**src/rtl/sprite_scanline_renderer_defines.svh**
```systemverilog
// assertion helpers for the sprite line renderer
`ifndef SPRITE_SCANLINE_RENDERER_DEFINES_SVH
`define SPRITE_SCANLINE_RENDERER_DEFINES_SVH

// plain implication check, clocked on clk with reset masking
`define SSR_ASSERT_IMP(label, ante, cons, msg) \
    label: assert property (@(posedge clk) disable iff (!rst_n) (ante) |-> (cons)) \
        else $error(msg);

// next-cycle implication check
`define SSR_ASSERT_NEXT(label, ante, cons, msg) \
    label: assert property (@(posedge clk) disable iff (!rst_n) (ante) |=> (cons)) \
        else $error(msg);

`endif

```
**src/rtl/ssr_pkg.sv**
```systemverilog
`timescale 1ns / 1ps
package ssr_pkg;

    localparam int TableEntriesDef = 40;
    localparam int PerLineLimitDef = 10;
    localparam int LineWidthDef    = 160;
    localparam int TileBytes       = 4096;
    localparam int TileAddrW       = 12;

    localparam logic [2:0] MODE_TABLE_WR = 3'd0;
    localparam logic [2:0] MODE_TILE_WR  = 3'd1;
    localparam logic [2:0] MODE_BG_LOAD  = 3'd2;
    localparam logic [2:0] MODE_RENDER   = 3'd3;
    localparam logic [2:0] MODE_READ     = 3'd4;

    localparam logic [1:0] REG_SPRITES_ON   = 2'd0;
    localparam logic [1:0] REG_TALL_SPRITES = 2'd1;
    localparam logic [1:0] REG_PALETTE_ZERO = 2'd2;
    localparam logic [1:0] REG_PALETTE_ONE  = 2'd3;

    localparam int ATTR_BEHIND = 7;
    localparam int ATTR_VFLIP  = 6;
    localparam int ATTR_HFLIP  = 5;
    localparam int ATTR_PAL    = 4;

    typedef struct packed {
        logic [2:0]  mode;
        logic [7:0]  table_byte;
        logic [11:0] tile_byte;
        logic [7:0]  pixel_x;
        logic [7:0]  line;
        logic [7:0]  value;
    } ssr_in_t;

    typedef struct packed {
        logic [1:0] shade;
        logic [3:0] sprites_found;
    } ssr_out_t;

    typedef struct packed {
        logic       sprites_on;
        logic       tall_sprites;
        logic [7:0] palette_zero;
        logic [7:0] palette_one;
    } ssr_cfg_t;

endpackage

```
**src/rtl/ssr_regs.sv**
```systemverilog
`timescale 1ns / 1ps
module ssr_regs
    import ssr_pkg::*;
(
    input  logic        clk,
    input  logic        rst_n,
    input  logic        psel,
    input  logic        penable,
    input  logic        pwrite,
    input  logic [3:0]  paddr,
    input  logic [31:0] pwdata,
    output logic [31:0] prdata,
    output logic        pready,
    output ssr_cfg_t    cfg
);

    ssr_cfg_t   cfg_reg;
    logic [1:0] idx;
    logic       wr;

    assign idx    = paddr[3:2];
    assign wr     = psel && penable && pwrite;
    assign pready = 1'b1;
    assign cfg    = cfg_reg;

    always_ff @(posedge clk or negedge rst_n)
    begin
        if (!rst_n)
        begin
            cfg_reg.sprites_on   <= 1'b0;
            cfg_reg.tall_sprites <= 1'b0;
            cfg_reg.palette_zero <= 8'hFF;
            cfg_reg.palette_one  <= 8'hFF;
        end
        else if (wr && paddr[1:0] == 2'b00)
        begin
            case (idx)
                REG_SPRITES_ON:   cfg_reg.sprites_on   <= pwdata[0];
                REG_TALL_SPRITES: cfg_reg.tall_sprites <= pwdata[0];
                REG_PALETTE_ZERO: cfg_reg.palette_zero <= pwdata[7:0];
                REG_PALETTE_ONE:  cfg_reg.palette_one  <= pwdata[7:0];
                default: ;
            endcase
        end
    end

    always_comb
    begin
        prdata = '0;
        case (idx)
            REG_SPRITES_ON:   prdata[0]   = cfg_reg.sprites_on;
            REG_TALL_SPRITES: prdata[0]   = cfg_reg.tall_sprites;
            REG_PALETTE_ZERO: prdata[7:0] = cfg_reg.palette_zero;
            REG_PALETTE_ONE:  prdata[7:0] = cfg_reg.palette_one;
            default:          prdata      = '0;
        endcase
    end

endmodule

```
**config.mk**
```make
export PLATFORM = sky130hd
export DESIGN_NAME = ssr_regs
export DESIGN_NICKNAME = d
export VERILOG_FILES = /design/src/rtl/sprite_scanline_renderer_defines.svh /design/src/rtl/ssr_pkg.sv /design/src/rtl/ssr_regs.sv
export SDC_FILE = /design/constraint.sdc
export NUM_CORES = 1
export LEC_CHECK = 0
export BUFFER_PORTS_ARGS = -buffer_cell sky130_fd_sc_hd__buf_4
export CAP_MARGIN = 10
export CORE_UTILIZATION = 38
export DETAILED_ROUTE_END_ITERATION = 16
export PLACE_DENSITY = 0.85
export RECOVER_POWER = 50
export SETUP_SLACK_MARGIN = 0.4
export SLEW_MARGIN = 10
export SYNTH_ARGS = -nofsm -noshare
export SYNTH_HDL_FRONTEND = slang
export SYNTH_SLANG_ARGS = --single-unit
```
**constraint.sdc**
```tcl
create_clock -name clk -period 0.87 [get_ports clk]
set_input_delay 0 -clock clk [delete_from_list [all_inputs] [get_ports clk]]
set_output_delay 0 -clock clk [all_outputs]
set_load 0.01 [all_outputs]
```
==> flow_summary.yaml, run 1 <==
setup_path:
  crit_type: "flip-flop to output port"
  startpoint_type: "flip-flop"
  endpoint_kind: "output port"
  path_cells: "mux4_2, buf_6"
  cpMaxStageDelayCell: "mux4_2"
  cpPeakStageDelay_ps: 470
  cp_data_arrival_time_ps: 1300
  crit_fanout: 2
  crit_required_ps: 870
finish:
  largest_reg_flops: 18
  design_area_sq_um: 1990
  num-nets-final: 215
  drive_gt1_share_pct: 74.0
  antenna_cells: 0
  nFillCells: 176
  area_growth_syn_to_layout_pct: 78.6
die:
  start_util_pct: 40.3
  die_w_um: 56.1
  ios: 92
  dieArea_sq_um: 3150
  rows: 19
  die_y_um: 56.1
  core-area_sq_um: 2760
yosys:
  yosys_warnings: 0
  ys_seq_area_share_pct: 42.3
  avgSynthCellArea_sq_um: 12.6
  synthCells: 88
  synth_top_cell_by_area: "dfstp_2"
  ys_ff_latch: 18
  synth_top_cell_area_share_pct: 37.8
  synth_area_leaders: "dfstp_2 38%, buf_4 18%, mux2_2 17%"
  ys_types: 18
  netlist_area_sq_um: 1110
global_route:
  antenna_found_initial: 0
  grt_pass1_vias: 924
  grt_max_degree: 19
  grt_first_pass_wirelength_um: 4490
  grtUsageTotal_pct: 18.8
  overflow: 0
power_and_ir_drop:
  p_sw_share_pct: 28.5
  switchingPower_w: 0.000882
  pwr_density_cell_nw_per_um2: 1560
  p_clk_share_pct: 17.7
  intPower_w: 0.00221
  p_total_w: 0.00309
  combPwrFrac_pct: 46.3
  leakage_nw: 1.05
  peakVddDrop_uv: 1250
  seqPwrFrac_pct: 36.0
clock_network:
  cts_tree: "built"
  ctsHoldBuffers: 1
  insertion_delay_ps: 300
  cts-root-buf: "clkbuf_4"
  cts_sinks: 18
  numCtsBuffers: 3
  path_clk_slew_ps: 110
  h-tree-depth: 1
  cts_buffer_depth: 2
placement:
  port_buffers: 42
  placed_area_sq_um: 1440
  post-place-ws_ps: -147
  place_congestion: 0.679
  hpwl_um: 1720
routing:
  vias: 951
  drtIter0Drc: 8
  drt-total-wl_um: 3310
  route.detailed.drc: 0
  wl_per_cell_um: 16.2
  postRouteAntennaNets: 0
  firstDrtPassIters: 4
  avgViaCountPerCell: 4.66
timing:
  rsz0062_at_grt: "true"
  hold_viol: 18
  fin_skew_ps: 0
  layout_setup_ws_ps: -434
  setup_viol_count_final: 42
  period_share_pct: 150
  maxSlewViolCount: 0
  max_freq_mhz: 767
  period_minus_slack_ps: 1300
  whs_ps: -73.3
outcome:
  violations: "negative hold slack, negative setup slack"
  run_status: "complete, but fails checks"
run:
  maxCapViolCount: 0
min_path:
  hold_class: "input port to flip-flop"
-- metal layers --
metal  vias up  routed length, um  GRT usage [%]
met5         -                  0              0
met4         0                 53           9.06
met3         4                186           2.79
met2        60               1780           34.2
met1       468               1290           21.4
li1        419                  -              -
-- critical path: cells and delay by family (launching register included) --
family | cells | cell delay, ps
flops | 1 | 400
mux | 1 | 470
buf+inv | 1 | 140
-- synth_stat cells --
library cell   n
buf_4         26
mux2_2        17
dfstp_2       16
mux2i_1        7
nor2b_1        7
conb_1         2
dfrtp_1        2
and3_1         1
buf_6          1
clkbuf_2       1
mux2_4         1
mux4_2         1
nand3_1        1
nand4_4        1
nand4b_1       1
nand4b_4       1
nor2_1         1
nor2_4         1
-- power by group through the flow --
stage / clock network (W) / logic, W / registers, W
finish: 0.000546 / 0.00143 / 0.00111
global route: 0.000584 / 0.00151 / 0.00112
CTS: 0.000529 / 0.00116 / 0.00110
detailed placement: 0 / 0.000754 / 0.00112
global placement: 0 / 0.000735 / 0.00112
floorplan: 0 / 0.000394 / 0.00117
-- repair_timing --
| item | in CTS | in global routing |
|---|---|---|
| endpoints found under the setup margin | 44 | 44 |
| hold endpoints to repair | 36 | 18 |
| gates resized for setup | 43 | 19 |
| buffers inserted | 20 | 16 |
-- cell usage in the layout, fill, tap and decap left out, types with 2 or more instances in the layout --
| cell type | Yosys | layout |
|---|---|---|
| dfstp_2 | 16 | 16 |
| dfrtp_1 | 2 | 2 |
| conb_1 | 2 | 25 |
| buf_4 | 26 | 28 |
| nor2b_1 | 7 | 7 |
| mux2_4 | 1 | 18 |
| clkbuf_4 | 0 | 3 |
| buf_6 | 1 | 56 |
| mux2i_1 | 7 | 7 |
-- cell type report --
cell class / instances / area (sq um) / area share (%)
timing repair buffer: 86 / 856 / 43.1
multi-input combinational: 65 / 586 / 29.5
sequential: 18 / 470 / 23.7
tap: 31 / 38.8 / 1.95
clock buffer: 4 / 36.3 / 1.83
-- per-stage QoR --
stage / util (%) / instances / setup TNS (ps)
after floorplan: - / 111 / -20.9
after global placement: 52.2 / 163 / -1320
after detailed placement: 52.2 / 163 / -1960
after CTS: 65.2 / 188 / -6020
after global routing: 72.1 / 204 / -10180
final: 72.1 / 204 / -8890
-- path summary, 6_finish.rpt --
| check | end | slack [ps] | cells past startpoint | startpoint |
|---|---|---|---|---|
| setup / recovery | prdata[0] | -430 | 2 | cfg[17] |
| hold / removal | cfg[3] | -70 | 2 | pwdata[3] |
| setup reg to reg | cfg[17] | -230 | 4 | cfg[17] |
| hold reg to reg | cfg[9] | 660 | 1 | cfg[9] |
| max in group asynchronous | cfg[8] | 370 | 2 | rst_n |
| min in group asynchronous | cfg[17] | 170 | 2 | rst_n |
-- cell families (layout without fill, tap and decap cells) --
family | after synthesis | in the layout | synth area share, %
AND/OR/NAND/NOR | 14 | 14 | 11.1
other | 2 | 25 | 0.675
flip-flops | 18 | 18 | 42.3
buffers and inverters | 28 | 90 | 19.0
multiplexers | 26 | 26 | 26.9
(Power assumes the default switching activity.)
==> run 2: changes to the inputs <==
--- a/config.mk
+++ b/config.mk
@@ -7,6 +7,7 @@
 export LEC_CHECK = 0
 export BUFFER_PORTS_ARGS = -buffer_cell sky130_fd_sc_hd__buf_4
 export CAP_MARGIN = 10
+export CORE_ASPECT_RATIO = 0.6
 export CORE_UTILIZATION = 38
 export DETAILED_ROUTE_END_ITERATION = 16
 export PLACE_DENSITY = 0.85
==> run 2 against run 1 <==
The flow still finishes with violations (negative hold slack, negative setup slack); via count down 8.5%; cell count up 0.98%; critical path depth unchanged; combinational power down 9.8%; critical path type unchanged; largest cell class unchanged; highest routed layer unchanged.
==> flow_summary.yaml, run 2 (synthesis results as in run 1) <==
outcome:
  run_status: "complete, but fails checks"
  violations: "negative hold slack, negative setup slack"
placement:
  hpwl_um: 1840
  port_buffers: 42
  place_congestion: 0.732
  numPlacedInstances: 175
  post-place-ws_ps: -136
die:
  die_w_um: 71.8
  start_util_pct: 42.1
  core-area_sq_um: 2650
  ios: 92
  die_y_um: 43.9
  rows: 14
  dieArea_sq_um: 3150
global_route:
  grtUsageTotal_pct: 18.1
  grt_pass1_vias: 829
  antenna_found_initial: 0
  grt_max_degree: 19
  overflow: 0
  grt_first_pass_wirelength_um: 4140
clock_network:
  numCtsBuffers: 3
  cts_tree: "built"
  cts-root-buf: "clkbuf_8"
  ctsHoldBuffers: 1
  h-tree-depth: 1
  cts_sinks: 18
  insertion_delay_ps: 250
  cts_buffer_depth: 2
  path_clk_slew_ps: 70
min_path:
  min-delay-start: "pwdata[2]"
  whs_path_depth: 2
  hold_end: "cfg[10]"
  hold_class: "input port to flip-flop"
finish:
  antenna_cells: 0
  stdcell_count: 206
  multi_input_area_sq_um: 582
  final_cell_mix: "46 x buf_6, 31 x buf_4, 25 x conb_1, 17 x mux2_4, 16 x dfstp_2"
  nFillCells: 187
  final_common_cell: "buf_6"
  area_growth_syn_to_layout_pct: 72.9
  largest_reg_flops: 18
  utilization_pct: 72.7
  num-nets-final: 208
  regArea_sq_um: 470
  drive_gt1_share_pct: 72.9
setup_path:
  cpPeakStageDelay_ps: 460
  r2r_cells: 4
  cp_data_arrival_time_ps: 1220
  crit_fanout: 2
  r2r-start: "cfg[11]"
  startpoint: "cfg[17]"
  cpMaxStageDelayCell: "mux4_2"
  crit_type: "flip-flop to output port"
  worstReg2RegEnd: "cfg[11]"
  startpoint_type: "flip-flop"
  endpoint_kind: "output port"
  r2r_setup_slack_ps: -150
  crit_required_ps: 870
  path_cells: "mux4_2, buf_6"
power_and_ir_drop:
  pwr_density_cell_nw_per_um2: 1600
  p_total_w: 0.00309
  peakVddDrop_uv: 1160
  leakage_nw: 1.00
timing:
  period_minus_slack_ps: 1220
  layout_setup_ws_ps: -353
  period_share_pct: 141
  fin_skew_ps: 0
  rsz0062_at_grt: "true"
  whs_ps: -21.2
  max_freq_mhz: 818
  maxSlewViolCount: 0
  hold_viol: 14
  setup_viol_count_final: 38
routing:
  vias: 870
  route.detailed.drc: 0
  drt-total-wl_um: 2800
  drtIter0Drc: 23
  postRouteAntennaNets: 0
  wl_per_cell_um: 13.6
  firstDrtPassIters: 4
  avgViaCountPerCell: 4.22
run:
  maxCapViolCount: 0
[run 2: cell count changes in the layout (fill, tap and decap cells not counted)]
cell / before / now
mux2_4: 18 / 17
mux2_2: 0 / 1
buf_4: 28 / 31
buf_6: 56 / 46
clkbuf_8: 1 / 4
clkbuf_4: 3 / 0
[run 2: worst max path at each step]
stage,end,cells after the start
after global placement,cfg[11],4
final,prdata[0],2
after global routing,prdata[0],2
after detailed placement,cfg[11],4
after floorplan,prdata[0],1
after CTS,prdata[0],2
[run 2: metrics by stage]
stage	hold slack, ps	area [sq um]	setup TNS, ps
finish	-21.2	1920	-5480
global route	-32.2	1920	-6600
floorplan	-296	1240	-20.9
detailed placement	-118	1470	-1960
global placement	-128	1470	-1560
CTS	-21.7	1820	-4260
[run 2: layout make-up]
| cell class | instances | area share (%) |
|---|---|---|
| Multi-Input combinational cell | 65 | 30.3 |
| Clock buffer | 4 | 2.86 |
| Sequential cell | 18 | 24.5 |
| Timing Repair Buffer | 79 | 39.8 |
| Tap cell | 40 | 2.60 |
[run 2: repair_timing]
| item | in CTS | in global routing |
|---|---|---|
| setup endpoints to repair | 44 | 44 |
| hold endpoints to repair | 34 | 17 |
| buffers inserted | 17 | 9 |
| resized for setup | 41 | 10 |
[run 2: power by group]
part / switching (W) / internal, W / leakage (nW) / total (W)
logic: 0.000451 / 0.000838 / 0.783 / 0.00129
registers: 0.0000795 / 0.00102 / 0.193 / 0.00110
clock network: 0.000292 / 0.000403 / 0.0288 / 0.000694
[run 2: worst max-delay path, delay by kind of cell, from the launching register on]
family | cells | cell delay, ps
buffers and inverters | 1 | 140
flip-flops | 1 | 380
multiplexers | 1 | 460
[run 2: routing by layer]
| metal | wire length [um] | track usage, % | up-vias | part of all wire, % |
|---|---|---|---|---|
| met5 | 0 | 0 | - | 0 |
| met4 | 11 | 3.53 | 0 | 0.39 |
| met2 | 1510 | 34.3 | 36 | 54 |
| li1 | - | - | 406 | - |
| met3 | 150 | 6.98 | 2 | 5.4 |
| met1 | 1130 | 19.7 | 426 | 40 |
==> run 3: changes to the inputs <==
--- a/config.mk
+++ b/config.mk
@@ -10,7 +10,7 @@
 export CORE_ASPECT_RATIO = 0.6
 export CORE_UTILIZATION = 38
 export DETAILED_ROUTE_END_ITERATION = 16
-export PLACE_DENSITY = 0.85
+export PLACE_DENSITY = 0.79
 export RECOVER_POWER = 50
 export SETUP_SLACK_MARGIN = 0.4
 export SLEW_MARGIN = 10
==> run 3 against run 2 <==
The run still ends with negative hold slack, negative setup slack left; clock skew unchanged; via count up 3.8%; combinational power grew 6%; die area stayed put; register-to-register slack got worse by 80 ps; cell area rose by 3.5%; worst hold slack gained 6.6 ps; largest cell class unchanged; highest routed layer is now met3.
==> flow_summary.yaml, run 3 (synthesis results as in run 1) <==
outcome:
  run_status: "complete, but fails checks"
  violations: "negative hold slack, negative setup slack"
timing:
  fin_skew_ps: 0
  period_minus_slack_ps: 1270
  rsz0062_at_grt: "true"
  max_freq_mhz: 789
  fin_tns_setup_ps: -5880
  layout_setup_ws_ps: -397
  hold_viol: 12
  whs_ps: -14.6
  maxSlewViolCount: 0
  setup_viol_count_final: 42
  period_share_pct: 146
setup_path:
  endpoint_kind: "output port"
  crit_type: "flip-flop to output port"
  worstReg2RegEnd: "cfg[17]"
  crit_fanout: 2
  path_cells: "mux4_2, buf_6"
  crit_required_ps: 870
  r2r-start: "cfg[17]"
  cpMaxStageDelayCell: "mux4_2"
  r2r_cells: 4
  cp_data_arrival_time_ps: 1270
  startpoint_type: "flip-flop"
  cpPeakStageDelay_ps: 480
  r2r_setup_slack_ps: -230
die:
  rows: 14
  die_w_um: 71.8
  ios: 92
  die_y_um: 43.9
  start_util_pct: 42.1
  dieArea_sq_um: 3150
  core-area_sq_um: 2650
routing:
  drtIter0Drc: 15
  wl_per_cell_um: 14.0
  vias: 903
  postRouteAntennaNets: 0
  avgViaCountPerCell: 4.28
  route.detailed.drc: 0
  drt-total-wl_um: 2950
  firstDrtPassIters: 4
power_and_ir_drop:
  p_sw_share_pct: 26.4
  seqPwrFrac_pct: 35.1
  pwr_density_cell_nw_per_um2: 1590
  intPower_w: 0.00233
  combPwrFrac_pct: 43.4
  switchingPower_w: 0.000835
  peakVddDrop_uv: 1030
  leakage_nw: 1.04
  p_clk_share_pct: 21.6
finish:
  antenna_cells: 0
  final_common_cell: "buf_6"
  utilization_pct: 75.3
  area_growth_syn_to_layout_pct: 79.0
  largest_reg_flops: 18
  drive_gt1_share_pct: 73.7
  nFillCells: 175
  regArea_sq_um: 470
  final_cell_mix: "54 x buf_6, 28 x buf_4, 25 x conb_1, 17 x mux2_4, 16 x dfstp_2"
  num-nets-final: 213
  multi_input_area_sq_um: 582
placement:
  port_buffers: 42
  post-place-ws_ps: -155
  place_congestion: 0.788
  hpwl_um: 1780
global_route:
  grt_first_pass_wirelength_um: 4030
  overflow: 0
  antenna_found_initial: 0
  grtUsageTotal_pct: 17.4
  grt_pass1_vias: 816
  grt_max_degree: 19
run:
  maxCapViolCount: 0
clock_network:
  insertion_delay_ps: 250
  ctsHoldBuffers: 1
  cts_sinks: 18
  cts_tree: "built"
  cts-root-buf: "clkbuf_8"
  path_clk_slew_ps: 70
  h-tree-depth: 1
  cts_buffer_depth: 2
  numCtsBuffers: 3
min_path:
  whs_path_depth: 2
  hold_class: "input port to flip-flop"
  hold_end: "cfg[4]"
  min-delay-start: "pwdata[4]"
run 3: cell types whose count changed in the layout (fill, tap and decap cells not counted), sizes merged:
| cell | before | now |
|---|---|---|
| buf | 77 | 82 |
run 3: power groups by stage:
| stage | Combinational [W] | Clock (W) | Sequential [W] |
|---|---|---|---|
| finish | 0.00137 | 0.000683 | 0.00111 |
| global route | 0.00145 | 0.000747 | 0.00112 |
| CTS | 0.00118 | 0.000704 | 0.00110 |
| detailed placement | 0.000748 | 0 | 0.00113 |
| global placement | 0.000734 | 0 | 0.00112 |
| floorplan | 0.000394 | 0 | 0.00117 |
run 3: area by class of cell:
| cell class | instances | area share (%) |
|---|---|---|
| Timing Repair Buffer | 84 | 41.9 |
| Multi-Input combinational cell | 65 | 29.2 |
| Sequential cell | 18 | 23.6 |
| Clock buffer | 4 | 2.77 |
| Tap cell | 40 | 2.51 |
run 3: worst max-delay path: cells and delay by family (launching register included):
| family | cells | cell delay [ps] |
|---|---|---|
| muxes | 1 | 480 |
| DFF | 1 | 390 |
| buffers and inverters | 1 | 140 |
run 3: what timing repair did:
action                     CTS  global route
resized for setup           44            15
buffers inserted            22            12
hold endpoints to repair    31            15
setup endpoints to repair   44            44
gates cloned                 0             0
run 3: how the worst max path moves through the flow:
stage	slack [ps]	end	startpoint	depth (start not counted)
floorplan	-20	prdata[0]	cfg[17]	1
global placement	-110	cfg[8]	paddr[1]	4
detailed placement	-160	cfg[14]	paddr[1]	4
CTS	-390	prdata[0]	cfg[17]	2
global route	-430	prdata[0]	cfg[17]	2
finish	-400	prdata[0]	cfg[17]	2
run 3: metrics by stage:
stage	cells	instance area (sq um)	total power, W
2_1_floorplan	111	1240	0.00156
3_3_place_gp	172	1450	0.00185
3_5_place_dp	172	1450	0.00187
4_1_cts	199	1850	0.00299
5_1_grt	211	1990	0.00332
6_report	211	1990	0.00317
run 3: metal layers:
layer	up-vias	share of wire, %	GRT usage [%]
li1	417	-	-
met1	444	46	25.1
met2	42	49	27.4
met3	0	4.8	4.88
met4	0	0	1.18
met5	-	0	0
